--- src/design/bmb_pkg.sv ---
// shared types and constants for the block ring message buffer
package bmb_pkg;

    localparam int NUM_BLOCKS  = 8;
    localparam int BLOCK_BYTES = 4096;
    localparam int BLK_W       = $clog2(NUM_BLOCKS);
    localparam int OFF_W       = $clog2(BLOCK_BYTES);
    localparam int ADDR_W      = BLK_W + OFF_W;
    localparam int LEN_W       = 13;
    localparam int FREE_W      = 4;

    // opcodes as they arrive on the input
    localparam logic [2:0] OP_PUSH_START = 3'd0;
    localparam logic [2:0] OP_PUSH_BYTE  = 3'd1;
    localparam logic [2:0] OP_GET        = 3'd2;
    localparam logic [2:0] OP_READ_BYTE  = 3'd3;
    localparam logic [2:0] OP_CLEAR      = 3'd4;

    // item classes handed from front to back
    localparam logic [2:0] CLS_PUSH_START = 3'd0;
    localparam logic [2:0] CLS_PUSH_BYTE  = 3'd1;
    localparam logic [2:0] CLS_GET        = 3'd2;
    localparam logic [2:0] CLS_READ_BYTE  = 3'd3;
    localparam logic [2:0] CLS_CLEAR      = 3'd4;
    localparam logic [2:0] CLS_NOP        = 3'd5;

    // status codes
    localparam logic [2:0] ST_OK       = 3'd0;
    localparam logic [2:0] ST_NEW_BLK  = 3'd1;
    localparam logic [2:0] ST_FULL     = 3'd2;
    localparam logic [2:0] ST_TOO_BIG  = 3'd3;
    localparam logic [2:0] ST_EMPTY    = 3'd4;

    localparam logic [12:0] CAP_RESET = 13'd4092;

    typedef struct packed {
        logic [2:0]        cls;
        logic [LEN_W-1:0]  msg_length;
        logic [7:0]        data_byte;
        logic [2:0]        block_select;
        logic [11:0]       byte_offset;
    } item_t;

    typedef struct packed {
        logic [2:0]        status;
        logic [12:0]       got_length;
        logic [2:0]        payload_block;
        logic [11:0]       payload_offset;
        logic [7:0]        read_value;
        logic [3:0]        free_count;
        logic              read_ready;
    } result_t;

endpackage

--- src/design/bmb_front.sv ---
// front part: accepts and classifies input transactions into a short queue
module bmb_front (
    input  logic                 clk,
    input  logic                 rst_n,
    input  logic                 push,
    output logic                 full,
    input  logic [2:0]           opcode,
    input  logic [12:0]          msg_length,
    input  logic [7:0]           data_byte,
    input  logic [2:0]           block_select,
    input  logic [11:0]          byte_offset,
    output logic                 item_valid,
    output bmb_pkg::item_t       item,
    input  logic                 item_take
);

    bmb_pkg::item_t q_reg [2];
    logic           wr_ptr_reg;
    logic           rd_ptr_reg;
    logic [1:0]     count_reg;
    bmb_pkg::item_t cls_item;
    logic           do_push;
    logic           do_pop;

    // classify the opcode
    always_comb
    begin
        cls_item.msg_length   = msg_length;
        cls_item.data_byte    = data_byte;
        cls_item.block_select = block_select;
        cls_item.byte_offset  = byte_offset;
        unique case (opcode)
            bmb_pkg::OP_PUSH_START: cls_item.cls = bmb_pkg::CLS_PUSH_START;
            bmb_pkg::OP_PUSH_BYTE:  cls_item.cls = bmb_pkg::CLS_PUSH_BYTE;
            bmb_pkg::OP_GET:        cls_item.cls = bmb_pkg::CLS_GET;
            bmb_pkg::OP_READ_BYTE:  cls_item.cls = bmb_pkg::CLS_READ_BYTE;
            bmb_pkg::OP_CLEAR:      cls_item.cls = bmb_pkg::CLS_CLEAR;
            default:                cls_item.cls = bmb_pkg::CLS_NOP;
        endcase
    end

    assign full       = (count_reg == 2'd2);
    assign item_valid = (count_reg != 2'd0);
    assign item       = q_reg[rd_ptr_reg];
    assign do_push    = push && !full;
    assign do_pop     = item_take && item_valid;

    // queue storage
    always_ff @(posedge clk)
    begin
        if (do_push)
        begin
            q_reg[wr_ptr_reg] <= cls_item;
        end
    end

    // queue pointers
    always_ff @(posedge clk or negedge rst_n)
    begin
        if (!rst_n)
        begin
            wr_ptr_reg <= 1'b0;
            rd_ptr_reg <= 1'b0;
            count_reg  <= 2'd0;
        end
        else
        begin
            if (do_push)
            begin
                wr_ptr_reg <= !wr_ptr_reg;
            end
            if (do_pop)
            begin
                rd_ptr_reg <= !rd_ptr_reg;
            end
            count_reg <= count_reg + {1'b0, do_push} - {1'b0, do_pop};
        end
    end

endmodule

--- config.mk ---
export PLATFORM = sky130hd
export DESIGN_NAME = bmb_front
export DESIGN_NICKNAME = d
export VERILOG_FILES = /design/src/design/bmb_pkg.sv /design/src/design/bmb_front.sv
export SDC_FILE = /design/constraint.sdc
export NUM_CORES = 1
export LEC_CHECK = 0
export BUFFER_PORTS_ARGS = -buffer_cell sky130_fd_sc_hd__buf_4
export CORE_MARGIN = 4
export CORE_UTILIZATION = 30
export CTS_CLUSTER_SIZE = 14
export DETAILED_ROUTE_END_ITERATION = 6
export PLACE_DENSITY_LB_ADDON = 0.12
export SLEW_MARGIN = 15
export SYNTH_ARGS = -nofsm -noshare
export SYNTH_HDL_FRONTEND = slang
export SYNTH_SLANG_ARGS = --single-unit
export TNS_END_PERCENT = 1
--- constraint.sdc ---
create_clock -name clk -period 3.29 [get_ports clk]
set_input_delay 0.1645 -clock clk [delete_from_list [all_inputs] [get_ports clk]]
set_output_delay 0.1645 -clock clk [all_outputs]
set_load 0.05 [all_outputs]
==> impl_metrics.ini <==
[status]
status = finished, final reports clean

[place]
dp_hpwl_um = 3600
post-place-ws_ns = 1.43
io_buffers = 83
gp_congestion = 0.680
dp.cells = 355

[floorplan]
die_y_um = 109
die_x_um = 109
die-area_um2 = 11800
rows = 36
ios = 84
floorplan.initialDensity_pct = 31.0
core_area_um2 = 9820

[grt]
track_usage_pct = 10.3
grt_pass1_wl_um = 9010
overflow = 0
grt_max_degree = 41
antenna_found_initial = 0
grt_pass1_vias = 1809

[yosys]
synth-seq-area-share_pct = 80.2
synthesis.area_um2 = 3050
ys_warn_count = 0
synth_compound_area_share_pct = 0.246
synthAdderAreaFrac_pct = 0.821
synth_top_family_by_area = multiplexers
syn_nets = 187
synth_xor_area_share_pct = 1.15
yosysUniqueCellTypes = 17
synth.area.mux_share_pct = 14.4
syn_area_per_cell_um2 = 21.5
postSynthCellCount = 142
synth-simple-area-share_pct = 1.36
ys_ff_latch = 82

[setup_path]
critPathArrivalTime_ns = 1.97
required_ns = 3.13
critPathKind = reg -> out
cp-end-kind = output port
worstReg2RegStart = count_reg[1]$_DFF_PN0_
reg2reg_slack_ns = 1.47
crit_path_start_kind = flip-flop
r2r_cells = 4
timing.rr.end = q_reg[0][13]$_DFFE_PP_
worstPathMaxFanout = 40

[timing]
layout_setup_ws_ns = 1.16
clock.fmax_ghz = 0.468
relSlewSlack_pct = 33.9
maxSlewViolCount = 0
rsz0062_at_grt = no
fin_crit_sh_pct = 64.9
min_period_ns = 2.13
worst_pin_slew_ns = 0.991
fin_skew_ns = 0.00492
setup_tns_ns = 0
finalSetupViolations = 0
finalHoldViolations = 0

[power_and_ir_drop]
leakage_uw = 0.00163
peakVddDrop_uv = 521
power_density_nw_per_um2 = 919
p_total_uw = 3990

[min_path]
hold_class = in -> reg
holdCritStartpoint = opcode[2]
holdPathStages = 1
holdPathEnd = q_reg[0][38]$_DFFE_PP_

[finish]
stdcell_count = 408
diodes = 0
final_common_cell = buf_4
largest_reg_flops = 78
area_delta_synth_final_pct = 42.6
layout_common_cells = buf_4, edfxtp_1, mux2_2
multi_input_area_um2 = 557
final_nets = 315
ff_latch_area_um2 = 2440
nFillCells = 911
drive_gt1_share_pct = 51.3

[clock_tree]
clock_latency_ns = 0.34
cts_setup_buffers = 0
cts_tree = yes
cts_max_path_buffers = 2
clkSinkCount = 82
cts_root_buf = clkbuf_8
htree_num_levels = 3
path_clk_slew_ns = 0.08
cts_buffers = 9
ctsResizeCount = 0
cts_hold_buf = 37

[detailed_routing]
routed_via_density = 4.10
drc = 0
num_vias = 1672
drt_wl_total_um = 5830
routedWlPerCell_um = 14.3
drt_iter0_markers = 57
drtAntennaViolNets = 0
dr.pass1.iters = 4

[run]
maxCapViolations = 0
[through the flow]
stage	util [%]	instance area, um2	hold slack (ns)
CTS	44.3	4350	0.00570
floorplan	-	3050	-0.131
global placement	38.8	3810	-0.0311
finish	44.3	4350	0.0307
detailed placement	38.8	3810	-0.0350
global route	44.3	4350	0.0101
[area by class of cell]
type / count / area share (%)
Inverter: 2 / 0.173
Tap cell: 133 / 3.83
Timing Repair Buffer: 122 / 23.2
Sequential cell: 82 / 56.2
Clock buffer: 11 / 3.02
Clock inverter: 5 / 0.720
Multi-Input combinational cell: 53 / 12.8
[synthesized netlist by cell type]
cell	number	area share [%]
nand2b_1	1	0.21
a21o_1	1	0.25
buf_6	4	1.5
clkbuf_1	1	0.12
dfrtp_1	4	3.3
xnor2_1	3	0.86
xor2_1	1	0.29
and3_1	1	0.21
nor2b_1	1	0.21
inv_1	2	0.25
and2_4	1	0.29
nand2_1	1	0.12
nor2_1	1	0.12
or2_1	1	0.21
ha_1	2	0.82
edfxtp_1	78	77
mux2_2	39	14
[worst max-delay path: stages, from the launching register on]
cell and delay [ns]:
dfrtp_2 1.00, mux2_2 0.42, buf_4 0.19
[cells by family after synthesis]
family | after synthesis
muxes | 39
xor gates and xnor gates | 4
DFF | 82
and+or+nand+nor | 7
buffers and inverters | 7
adders and majority gates | 2
AOI/OAI and AO/OA | 1
[per-layer routing]
metal / track usage (%) / vias up / share of wire, %
met5: 0 / - / 0
met4: 5.41 / 0 / 1.8
met3: 2.66 / 9 / 4.4
met2: 17.1 / 43 / 51
met1: 12.3 / 819 / 43
li1: - / 801 / -
[worst max path at each step]
stage,startpoint,end,slack [ns],cells past startpoint
2_1_floorplan,count_reg[1]$_DFF_PN0_,q_reg[0][0]$_DFFE_PP_,0.62,3
3_3_place_gp,count_reg[1]$_DFF_PN0_,q_reg[1][11]$_DFFE_PP_,1.41,2
3_5_place_dp,count_reg[1]$_DFF_PN0_,q_reg[1][19]$_DFFE_PP_,1.43,2
4_1_cts,rd_ptr_reg$_DFFE_PN0P_,item[36],1.03,2
5_1_grt,rd_ptr_reg$_DFFE_PN0P_,item[8],1.01,2
6_report,rd_ptr_reg$_DFFE_PN0P_,item[20],1.16,2
[power by group]
part           switching, uW  internal [uW]  total [uW]
combinational           1160            634        1790
sequential               156           1430        1590
clock                    343            271         614
(Power assumes the default switching activity.)
