==> src/design/bmb_pkg.sv <==
// shared types and constants for the block ring message buffer
package bmb_pkg;

    localparam int NUM_BLOCKS  = 8;
    localparam int BLOCK_BYTES = 4096;
    localparam int BLK_W       = $clog2(NUM_BLOCKS);
    localparam int OFF_W       = $clog2(BLOCK_BYTES);
    localparam int ADDR_W      = BLK_W + OFF_W;
    localparam int LEN_W       = 13;
    localparam int FREE_W      = 4;

    // opcodes as they arrive on the input
    localparam logic [2:0] OP_PUSH_START = 3'd0;
    localparam logic [2:0] OP_PUSH_BYTE  = 3'd1;
    localparam logic [2:0] OP_GET        = 3'd2;
    localparam logic [2:0] OP_READ_BYTE  = 3'd3;
    localparam logic [2:0] OP_CLEAR      = 3'd4;

    // item classes handed from front to back
    localparam logic [2:0] CLS_PUSH_START = 3'd0;
    localparam logic [2:0] CLS_PUSH_BYTE  = 3'd1;
    localparam logic [2:0] CLS_GET        = 3'd2;
    localparam logic [2:0] CLS_READ_BYTE  = 3'd3;
    localparam logic [2:0] CLS_CLEAR      = 3'd4;
    localparam logic [2:0] CLS_NOP        = 3'd5;

    // status codes
    localparam logic [2:0] ST_OK       = 3'd0;
    localparam logic [2:0] ST_NEW_BLK  = 3'd1;
    localparam logic [2:0] ST_FULL     = 3'd2;
    localparam logic [2:0] ST_TOO_BIG  = 3'd3;
    localparam logic [2:0] ST_EMPTY    = 3'd4;

    localparam logic [12:0] CAP_RESET = 13'd4092;

    typedef struct packed {
        logic [2:0]        cls;
        logic [LEN_W-1:0]  msg_length;
        logic [7:0]        data_byte;
        logic [2:0]        block_select;
        logic [11:0]       byte_offset;
    } item_t;

    typedef struct packed {
        logic [2:0]        status;
        logic [12:0]       got_length;
        logic [2:0]        payload_block;
        logic [11:0]       payload_offset;
        logic [7:0]        read_value;
        logic [3:0]        free_count;
        logic              read_ready;
    } result_t;

endpackage

==> src/design/bmb_rqueue.sv <==
// result queue: holds finished results until popped
module bmb_rqueue (
    input  logic                 clk,
    input  logic                 rst_n,
    input  logic                 res_push,
    input  bmb_pkg::result_t     res,
    output logic                 res_room,
    output logic                 empty,
    input  logic                 pop,
    output bmb_pkg::result_t     head
);

    bmb_pkg::result_t q_reg [2];
    logic             wr_ptr_reg;
    logic             rd_ptr_reg;
    logic [1:0]       count_reg;
    logic             do_pop;

    assign res_room = (count_reg != 2'd2);
    assign empty    = (count_reg == 2'd0);
    assign head     = q_reg[rd_ptr_reg];
    assign do_pop   = pop && !empty;

    // result storage
    always_ff @(posedge clk)
    begin
        if (res_push)
        begin
            q_reg[wr_ptr_reg] <= res;
        end
    end

    // pointers and count
    always_ff @(posedge clk or negedge rst_n)
    begin
        if (!rst_n)
        begin
            wr_ptr_reg <= 1'b0;
            rd_ptr_reg <= 1'b0;
            count_reg  <= 2'd0;
        end
        else
        begin
            if (res_push)
            begin
                wr_ptr_reg <= !wr_ptr_reg;
            end
            if (do_pop)
            begin
                rd_ptr_reg <= !rd_ptr_reg;
            end
            count_reg <= count_reg + {1'b0, res_push} - {1'b0, do_pop};
        end
    end

endmodule

==> config.mk <==
export PLATFORM = sky130hd
export DESIGN_NAME = bmb_rqueue
export DESIGN_NICKNAME = d
export VERILOG_FILES = /design/src/design/bmb_pkg.sv /design/src/design/bmb_rqueue.sv
export SDC_FILE = /design/constraint.sdc
export NUM_CORES = 1
export LEC_CHECK = 0
export ABC_AREA = 1
export BUFFER_PORTS_ARGS = -buffer_cell sky130_fd_sc_hd__buf_2
export CAP_MARGIN = 20
export CORE_MARGIN = 1.5
export CORE_UTILIZATION = 45
export DETAILED_ROUTE_END_ITERATION = 6
export PLACE_DENSITY = 0.68
export SLEW_MARGIN = 20
export SYNTH_ARGS = -nofsm -noshare
export SYNTH_HDL_FRONTEND = slang
export SYNTH_SLANG_ARGS = --single-unit
==> constraint.sdc <==
create_clock -name clk -period 5.8 [get_ports clk]
set_input_delay 0.87 -clock clk [delete_from_list [all_inputs] [get_ports clk]]
set_output_delay 0.87 -clock clk [all_outputs]
set_load 0.05 [all_outputs]
==> run summary, run 1 <==
The HPWL after detailed placement is 3560 um. The analysis attributes to cell leakage a power of 1.83 nW. Derived from the worst setup path, the maximum achievable clock frequency is 344 MHz.

The final number of setup-violating endpoints was 0; the maximum fanout along the worst path was 46. After detailed routing, the number of remaining DRC violations is 0. The logs give 0 for the count of final max-slew check failures and 2.42 mW for the total power.

The die covers 8290 um^2. Summing over every cut layer, the via total after detailed routing is 2075. The synthesized design contains 92 register bits. The die is 91.1 um wide. For this design the ratio of total power to cell area is 581 nW/um^2. After filler insertion, the fill cell instance count of the layout stands at 620. The initial antenna violation count came out at 0.

Leaving out fill and tap cells, the most frequent cell in the layout is sky130_fd_sc_hd__nand2_1. The average size of a mapped cell came out at 13.4 um^2. The number of levels the H-tree was split into was 3. Across the VDD grid, the largest voltage drop is 0.000257 V. The final core utilization is 0.565. At the later pin of the worst-skew pair, clock insertion delay measures 0.35 ns. The register with the most flip-flops in the layout has 88 of them.

Number of DRC violations after detailed-routing iteration 0: 135. Setup slack on the worst reg-to-reg path comes out at 4.10 ns. The setup fix buffers added after clock tree synthesis was 0; the starting utilization of the core area was 0.474.

After clock tree synthesis, the clock-pin slew on the worst setup and hold paths is 0.08 ns. The final global-route overflow total was 0. TritonCTS built the clock tree.

The tools report the worst slew margin relative to its limit as 0.363. The startpoint type of the worst setup path is a flip-flop. The number of vias per cell after detailed routing was 4.51. The worst setup path is captured at an output pin. For the pin with the worst max-slew slack, the measured transition is 0.953 ns. The tools report the global placer's final weighted congestion as 0.703. 94 I/O pins were placed.

The met2 global-route usage came out at 0.244. After global routing, the most crowded layer is met2. The ratio of cells with drive above 1 in the final layout works out to 0.332. The tools report the global routing met1 resource utilization as 0.182. Critical path start-end classification: flip-flop to output pin. The number of failing hold endpoints at the final stage came out at 0.

After routing the design area is 4160 um^2. The final layout contains 406 nets. Number of detailed-route iterations in the first pass: 4. Data arrives at the worst endpoint at 2.04 ns. The count of nets left with antenna violations once routing finished came out at 0. For the post-synthesis instance area, the log shows 3490 um^2. The total routing usage reported by global routing was 0.151; the number of distinct library cells after synthesis was 13.

The run gives 0.00676 ns as the worst clock skew on the final layout. The flow ran to the end, and the final reports show no timing, DRC or antenna violations. For this design, the sink count on the clock tree is 92.

Final hold analysis gives a worst-case slack of 0.310 ns. The total area inside the core boundary comes to 7370 um^2. The average detailed-routed wire length per instance is 12.8 um, and the total routed wirelength is 5870 um.

For the number of global-route vias before repair, the log shows 1977. The required time at the endpoint of the critical path came out at 4.93 ns. Summed over all failing endpoints, the final setup total negative slack is 0 ns. Hold repair after CTS inserted 0 buffers. Setup repair after global routing left no endpoint under its margin. Counting every net in the synthesized netlist gives 310. The synthesized instance count is 260, and the largest buffer count on any clock path is 2. Clock root buffer master: sky130_fd_sc_hd__clkbuf_8.

The warning count from the yosys run is 0, and the chip height is 91.1 um. CTS buffer count: 9. In the layout the commonest cells are sky130_fd_sc_hd__nand2_1 (133), sky130_fd_sc_hd__buf_2 (93), sky130_fd_sc_hd__edfxtp_1 (88), sky130_fd_sc_hd__nand2_2 (10), sky130_fd_sc_hd__clkbuf_8 (9).

The met3 demand-to-capacity share in global routing is 0.0570, and the number of placement rows is 31. The register area share after synthesis was 0.786; the post-layout minimum cycle time was 2.91 ns. The final period utilization was 0.501.

The first global-routing pass estimated 9360 um of wire. For the pin count of the biggest net entering global routing, the log shows 47. Input and output buffers added on the ports amount to 93.

The signed area change from the synthesized netlist to the final layout was 19.2%. In this run the worst hold path is classified as input port to async pin. The reported max-cap violation count is 0. The number of antenna diodes in the final layout is 0. Once placement finished, the instance area stood at 4000 um^2. In this run, post-CTS repair resized a total of 0 instances.
critical path, stage by stage (launching register included):
cell	delay, ns
sky130_fd_sc_hd__dfrtp_2	0.97
sky130_fd_sc_hd__inv_8	0.27
sky130_fd_sc_hd__nand2_1	0.13
sky130_fd_sc_hd__nand2_1	0.08
sky130_fd_sc_hd__buf_2	0.21
cells by family (layout without fill, tap and decap cells):
group	count (synthesis)	count (layout)	share of synthesized area
buffers and inverters	19	120	0.0398
adders and majority gates	2	2	0.00717
xor gates and xnor gates	1	1	0.00251
and+or+nand+nor	146	146	0.165
DFF	92	92	0.786
metrics by stage:
step                      setup WS [ns]  cells
after detailed placement           3.22    444
after global routing               2.70    460
after CTS                          2.82    460
after global placement             3.22    444
final                              2.89    460
after floorplan                    2.59    260
path summary, 6_finish.rpt:
kind                            start  cells past startpoint      endpoint
max                        rd_ptr_reg                      4       head[0]
min                             rst_n                      1  count_reg[0]
max reg2reg                wr_ptr_reg                      2   q_reg[0][9]
min reg2reg                wr_ptr_reg                      1    wr_ptr_reg
max in group asynchronous       rst_n                      1    rd_ptr_reg
min in group clk           wr_ptr_reg                      1    wr_ptr_reg
routing by layer:
layer | up-vias | routed length, um
met5 | - | 0
met4 | 0 | 91
met3 | 7 | 393
met2 | 72 | 2750
met1 | 946 | 2640
li1 | 1050 | -
cells in the mapped netlist:
master,instances,area share
sky130_fd_sc_hd__nor2_1,1,0.0011
sky130_fd_sc_hd__buf_8,1,0.0043
sky130_fd_sc_hd__nand2_1,133,0.14
sky130_fd_sc_hd__inv_8,1,0.0032
sky130_fd_sc_hd__nand2_2,10,0.018
sky130_fd_sc_hd__dfrtp_1,4,0.029
sky130_fd_sc_hd__buf_6,5,0.016
sky130_fd_sc_hd__ha_1,2,0.0072
sky130_fd_sc_hd__edfxtp_1,88,0.76
sky130_fd_sc_hd__xor2_1,1,0.0025
sky130_fd_sc_hd__inv_1,9,0.0097
sky130_fd_sc_hd__buf_4,3,0.0065
sky130_fd_sc_hd__nand3_1,2,0.0029
where the power goes:
group          total, mW  switching [mW]  internal (mW)
registers          0.971          0.0873          0.884
logic               1.09           0.874          0.216
clock network      0.359           0.206          0.153
layout make-up:
class	count	area (um^2)	share of cell area
sequential	92	2740	0.659
timing repair buffer	94	473	0.114
multi-input combinational	149	617	0.148
tap	99	124	0.0298
clock inverter	5	28.8	0.00691
inverter	10	45.0	0.0108
clock buffer	11	131	0.0316
(Power assumes the default switching activity.)
==> run 2: changes to the inputs <==
- PLACE_DENSITY: 0.68 -> 0.71
- clock period: 5.8 -> 2.45 ns (I/O delays scaled with it)
==> run summary, run 2 (synthesis results as in run 1) <==
The flow ran to the end, and the final reports show no timing, DRC or antenna violations. The detailed-placement wirelength estimate came out at 4040 um (+14%). Setup repair after global routing left no endpoint under its margin. TritonCTS built the clock tree.

Width of the die: 91.1 um (unchanged). The number of vias per cell after detailed routing was 4.57 (+1.3%); the remaining design rule violation count was 0 (unchanged). The tools report the worst clock skew on the final layout as 0.00924 ns (+0.00248 ns). The number of inserted filler cells in the final layout is 642 (+3.5%), and the reported max-cap violation count is 0 (unchanged). The run gives 0.675 (-4.0%) as the global placer's final weighted congestion. Clock network latency to the later pin of the worst-skew pair: 0.35 ns (about the same). The tools report the area after detailed placement as 4050 um^2 (+1.2%). Total routing usage reported by global routing: 0.154 (+0.00298).

The maximum fanout along the worst path was 18 (-61%); the worst vdd rail ir drop was 0.000642 V (+150%). The clock transition time at the flip-flop clock pins of the worst setup and hold paths was 0.09 ns (about the same); the chip height was 91.1 um (unchanged). The number of levels the H-tree was split into is 3 (unchanged), and the post-layout minimum cycle time is 2.00 ns.

The final instance area is 4290 um^2 (+2.9%). The leakage component of the power came out at 1.89 nW (+3.2%). For the net count of the finished layout, the log shows 410 (+0.99%).

The critical path in this run is classified as flip-flop to output pin. For the required time at the endpoint of the critical path, the log shows 2.08 ns (-2.85 ns). The worst hold path begins at res[15].

The run gives 6030 um (+2.7%) as the total routed wirelength. The number of placement rows is 31 (unchanged). The flip-flop count of the largest register, all copies and words added is 88 (unchanged). The run gives 9710 um (+3.7%) as the wire length of the first global-routing pass.

The worst setup path is captured at an output pin. The tools report the final number of setup-violating endpoints as 0 (unchanged). For the setup fix buffers added after clock tree synthesis, the log shows 0 (unchanged). The area used by multi-input combinational logic was 617 um^2 (unchanged).

The average detailed-routed wire length per instance is 13.0 um (+1.6%), and the signed area change from the synthesized netlist to the final layout is 22.8%. The worst slew margin relative to its limit was 0.625 (+0.261). The startpoint type of the worst setup path is a flip-flop. The power density over cell area works out to 1410 nW/um^2 (+140%).

The startpoint of the most critical setup path is rd_ptr_reg. The number of global-route vias before repair came out at 2024 (+2.4%). The number of detailed-route iterations in the first pass was 4 (unchanged). The final global-route overflow total is 0 (unchanged).

The pin count of the biggest net entering global routing is 46 (-2.1%), and the worst path arrival time is 1.63 ns (-0.41 ns). Residual antenna-violating net count after detailed routing: 0 (unchanged). The ratio of cells with drive above 1 in the final layout was 0.348 (+0.0155); the final period utilization was 0.816. The final core utilization is 0.581 (+0.0166), and the count of boundary I/O pins is 94 (unchanged).

The tree is rooted in a sky130_fd_sc_hd__clkbuf_8. The starting utilization of the core area came out at 0.474 (unchanged). The commonest non-fill, non-tap cell in the layout is sky130_fd_sc_hd__nand2_1.

In this run the critical register-to-register path is launched from wr_ptr_reg. The setup TNS after final layout was 0 ns (unchanged). The number of buffers inserted by port buffering was 93 (unchanged).

The tools report the number of failing hold endpoints at the final stage as 0 (unchanged). In the layout the commonest cells are sky130_fd_sc_hd__nand2_1 (133), sky130_fd_sc_hd__buf_2 (93), sky130_fd_sc_hd__edfxtp_1 (88), sky130_fd_sc_hd__nand2_2 (10), sky130_fd_sc_hd__clkbuf_8 (9). The run gives 0 (unchanged) as the count of final max-slew check failures. The register area was 2740 um^2 (unchanged).

The total vias in the final route is 2124 (+2.4%), and the total power is 6.02 mW (+150%). The actual slew at the worst max-slew pin is 0.562 ns (-0.392 ns), and the die area is 8290 um^2 (unchanged). For the initial antenna violation count, the log shows 1 (+1). The tightest hold margin was 0.201 ns (-0.109 ns).

The core area was 7370 um^2 (unchanged); the number of DRC violations after detailed-routing iteration 0 was 180 (+33%). The path category of the worst min-delay check was input port to flip-flop. Largest buffer count on any clock path: 2 (unchanged).

The tools report the CTS buffer count as 9 (unchanged). Derived from the worst setup path, the maximum achievable clock frequency is 500 MHz. Clock sink count: 92 (unchanged).
## run 2: cell types whose count changed in the layout (fill, tap and decap cells not counted)
cell	change
sky130_fd_sc_hd__inv_6	+2
sky130_fd_sc_hd__clkinv_1	-2
sky130_fd_sc_hd__dlygate4sd3_1	+1
sky130_fd_sc_hd__diode_2	+1
sky130_fd_sc_hd__bufinv_16	+2
sky130_fd_sc_hd__buf_4	+1
sky130_fd_sc_hd__buf_12	+2
sky130_fd_sc_hd__clkbuf_1	-2
## run 2: area by class of cell
cell class / instances / area share
Inverter: 10 / 0.0105
Clock buffer: 9 / 0.0289
Sequential cell: 92 / 0.640
Tap cell: 99 / 0.0289
Multi-Input combinational cell: 149 / 0.144
Clock inverter: 7 / 0.0231
Antenna cell: 1 / 0.000584
Timing Repair Buffer: 98 / 0.124
## run 2: metal layers
layer,share of wire,GRT usage
met1,0.44,0.197
met2,0.48,0.252
met3,0.056,0.0385
met4,0.015,0.0625
met5,0,0
## run 2: final timing paths
| check | slack, ns | end | cells after the start |
|---|---|---|---|
| min reg2reg | 0.56 | wr_ptr_reg | 1 |
| min in group asynchronous | 0.36 | rd_ptr_reg | 2 |
| max | 0.45 | head[4] | 4 |
| max in group asynchronous | 1.95 | rd_ptr_reg | 2 |
| min | 0.20 | q_reg[0][15] | 1 |
| max reg2reg | 0.94 | q_reg[0][39] | 2 |
## run 2: stage by stage
step,setup slack (ns),instances
after global routing,0.326,464
after detailed placement,0.795,447
final,0.450,465
after global placement,0.815,447
after floorplan,0.470,260
after CTS,0.436,464
## run 2: what timing repair did
item | CTS | global route
endpoints found under the setup margin | 0 | 0
endpoints found under the hold margin | 4 | 0
resized for setup | 0 | 0
hold buffers | 1 | 0
## run 2: worst max-delay path, stage by stage, from the launching register on
cell,delay [ns]
sky130_fd_sc_hd__dfrtp_2,0.58
sky130_fd_sc_hd__buf_4,0.29
sky130_fd_sc_hd__nand2_1,0.07
sky130_fd_sc_hd__nand2_1,0.08
sky130_fd_sc_hd__buf_2,0.26
## run 2: power by group
part,internal (mW),switching [mW],leakage [nW],total (mW)
logic,0.556,2.15,0.905,2.71
registers,2.09,0.129,0.872,2.22
clock network,0.581,0.515,0.110,1.10
total,3.23,2.80,1.89,6.02
==> run 3: changes to the inputs <==
- ABC_AREA: 1 -> 0
- PLACE_DENSITY: 0.71 -> 0.68
- clock period: 2.45 -> 2 ns (I/O delays scaled with it)
==> run summary, run 3 <==
Commonest non-fill, non-tap cell in the layout: sky130_fd_sc_hd__buf_2. The die area is 8480 um^2 (+2.2%). Yosys instantiated no cell more often than sky130_fd_sc_hd__edfxtp_1. The net count of the finished layout is 311 (-24%), and the top achievable clock speed is 525 MHz. The ratio of cells with drive above 1 in the final layout is 0.598 (+0.250). The net switching share of the total power works out to 0.396 (-0.0680). The tools report the global placer's final weighted congestion as 0.647 (-4.2%). For the number of placement rows, the log shows 32 (+3.2%). In the post-synthesis netlist, the biggest area contributors are sky130_fd_sc_hd__edfxtp_1 (74%), sky130_fd_sc_hd__mux2_4 (16%), sky130_fd_sc_hd__dfrtp_1 (2.8%). STA classifies the critical path endpoint as an output pin. TritonCTS built the clock tree.

For the setup TNS after final layout, the log shows 0 ns (unchanged). The startpoint identified for the worst hold timing path is res[37]. The number of detailed-route iterations in the first pass is 3 (-1), and the initial antenna violation count is 0 (-1).

The logs give 2430 um (-9.4%) for the routed length on met1 and 2.86 mW (+2.3%) for the net switching power of the design. The tools report the count of final max-slew check failures as 0 (unchanged). The library cell with the largest summed area after synthesis was sky130_fd_sc_hd__edfxtp_1. The final period utilization works out to 0.952. Setup repair after global routing left no endpoint under its margin. Total routed wirelength: 5630 um (-6.7%). The wire length of the first global-routing pass is 8600 um (-11%), and the number of levels the H-tree was split into is 3 (unchanged). The tools report the final global-route overflow total as 0 (unchanged). The top layer reached by signal wires is met4.

Clock power share: 0.176 (-0.006). The startpoint of the most critical setup path was rd_ptr_reg. The setup path with the least slack is of type flip-flop to output pin. By count the netlist is led by sky130_fd_sc_hd__edfxtp_1 (88), sky130_fd_sc_hd__mux2_4 (39), sky130_fd_sc_hd__mux2_2 (5).

CTS placed an instance of sky130_fd_sc_hd__clkbuf_8 at the clock tree root. The tools report the share of power burned in registers as 0.374 (+0.006). The logic gate share of total power was 0.449 (about the same). The chip height was 92.1 um (+1.1%). The average detailed-routed wire length per instance was 15.3 um (+18%).

The number of DRC violations after detailed-routing iteration 0 was 34 (-81%); the wire length on met3 was 405 um (+21%). For the register area share after synthesis, the log shows 0.768 (-0.0176). The number of flops mapped to enable cells by yosys came out at 88 (unchanged).

Total routing usage reported by global routing: 0.138 (-0.0158). The CTS buffer count was 9 (unchanged); the number of distinct library cells after synthesis was 15 (+2). The reported max-cap violation count was 0 (unchanged); the remaining design rule violation count was 0 (unchanged). The run gives 2700 um (-7.7%) as the detailed-routed wire length on met2. The run gives 0 (unchanged) as the residual antenna-violating net count after detailed routing. The tools report the pin count of the biggest net entering global routing as 28 (-39%).

For this run, the leading register cell type out of synthesis is sky130_fd_sc_hd__edfxtp_1. The number of buffers inserted by port buffering was 93 (unchanged). The worst clock skew on the final layout was 0.00399 ns (-0.00525 ns); the share of flip-flops with an asynchronous set or reset was 0.0435 (unchanged).

The leakage component of the power is 1.79 nW (-5.4%), and the number of vias per cell after detailed routing is 4.62 (+1.1%). The logs give 0 (unchanged) for the final number of setup-violating endpoints and 1.60 ns (-0.03 ns) for the worst path arrival time. The run gives 0 (-1) as the final antenna diode count. The worst register-to-register path begins at count_reg[1]. The count of state elements after synthesis is 92 (unchanged), and the warning count from the yosys run is 0 (unchanged). The worst vdd rail ir drop was 0.000796 V (+24%); the clock transition time at the flip-flop clock pins of the worst setup and hold paths was 0.08 ns (about the same). The tools report the worst slew margin relative to its limit as 0.720 (+0.0958). The flip-flop count of the largest register, all copies and words added is 88 (unchanged), and the net count after synthesis is 204 (-34%). The starting utilization of the core area was 0.465 (-0.00917); the maximum fanout along the worst path was 11 (-7). The largest buffer count on any clock path is 2 (unchanged), and the actual slew at the worst max-slew pin is 0.420 ns (-0.142 ns).

For the number of failing hold endpoints at the final stage, the log shows 0 (unchanged). The proportion of netlist area held by the largest area contributor was 0.740 (-0.0170). After layout, the minimum clock period comes to 1.90 ns. For the clock network latency to the later pin of the worst-skew pair, the log shows 0.34 ns (about the same).

For the cell-internal power, the log shows 4.36 mW (+35%). Count of boundary I/O pins: 94 (unchanged). Worst setup slack after placement: 0.444 ns (-0.351 ns).

The power density over cell area works out to 1650 nW/um^2 (+17%). STA classifies the critical path startpoint as a flip-flop. The flow ran to the end, and the final reports show no timing, DRC or antenna violations. In this run the worst hold path is classified as input port to flip-flop. For the number of global-route vias before repair, the log shows 1742 (-14%). The final setup slack of the worst path was 0.0962 ns (-0.354 ns). The clock sink count is 92 (unchanged), and the average size of a mapped cell is 23.2 um^2 (+73%). The core area was 7690 um^2 (+4.3%); the total vias in the final route was 1699 (-20%).

For the required time at the endpoint of the critical path, the log shows 1.70 ns (-0.38 ns). For the post-synthesis instance area, the log shows 3570 um^2 (+2.3%). The signed area change from the synthesized netlist to the final layout is 22.8% (about the same). The synthesized instance count was 154 (-41%); the detailed-placement wirelength estimate was 3880 um (-4.0%). The width of the die was 92.1 um (+1.1%).

Leaving out fill and tap cells, the most frequent cells in the layout are sky130_fd_sc_hd__buf_2 (93), sky130_fd_sc_hd__edfxtp_1 (88), sky130_fd_sc_hd__mux2_4 (39), sky130_fd_sc_hd__clkbuf_8 (9), sky130_fd_sc_hd__mux2_2 (5).
==> run 3: routing by layer <==
metal	global-route usage	vias to the layer above
met3	0.0439	10
met4	0.0615	0
met5	0	-
met1	0.174	815
met2	0.220	64
li1	-	810
==> run 3: final cells by class <==
cell class	instances	area [um^2]
clock buffer	13	139
inverter	2	7.51
multi-input combinational	55	738
tap	102	128
sequential	92	2740
clock inverter	3	65.1
timing repair buffer	101	566
fill	633	3300
==> run 3: cell families after synthesis <==
kind of cell    after synthesis  synth area share
compound gates                1           0.00210
xor+xnor                      4           0.00981
fa+ha+maj                     2           0.00701
buf+inv                       7            0.0277
flops                        92             0.768
mux                          44             0.180
simple gates                  4           0.00561
==> run 3: critical path, stage by stage (launching register included) <==
cell and delay (ns):
sky130_fd_sc_hd__dfrtp_2 0.46, sky130_fd_sc_hd__buf_4 0.27, sky130_fd_sc_hd__mux2_4 0.33, sky130_fd_sc_hd__buf_2 0.21
==> run 3: metrics by stage <==
step	hold slack (ns)	power (mW)	utilization	cell area [um^2]	cells
6_report	0.147	7.22	0.571	4390	368
5_1_grt	0.120	7.53	0.571	4390	368
4_1_cts	0.132	7.30	0.571	4390	368
2_1_floorplan	0.00441	5.50	-	3570	154
3_3_place_gp	0.113	5.99	0.543	4170	351
3_5_place_dp	0.116	6.03	0.543	4170	351
==> run 3: timing repair <==
action | 4_1_cts | 5_1_grt
endpoints found under the hold margin | 4 | 0
hold buffers | 1 | 0
resized for setup | 0 | 0
setup buffers | 0 | 0
==> run 3: final timing paths <==
path                                endpoint  slack, ns  depth (start not counted)
worst max-delay path                head[32]        0.1                          3
worst min-delay path            q_reg[0][37]       0.15                          1
worst min register to register    wr_ptr_reg       0.56                          1
worst max register to register  count_reg[1]       0.45                          6
max in group asynchronous         rd_ptr_reg       1.58                          2
min in group asynchronous       count_reg[0]       0.29                          2
==> run 3: power by group through the flow <==
stage          Clock, mW  Combinational (mW)  Sequential (mW)
6_report            1.27                3.24             2.70
5_1_grt             1.39                3.39             2.74
3_5_place_dp           0                3.28             2.76
2_1_floorplan          0                2.80             2.70
3_3_place_gp           0                3.26             2.73
4_1_cts             1.30                3.29             2.71
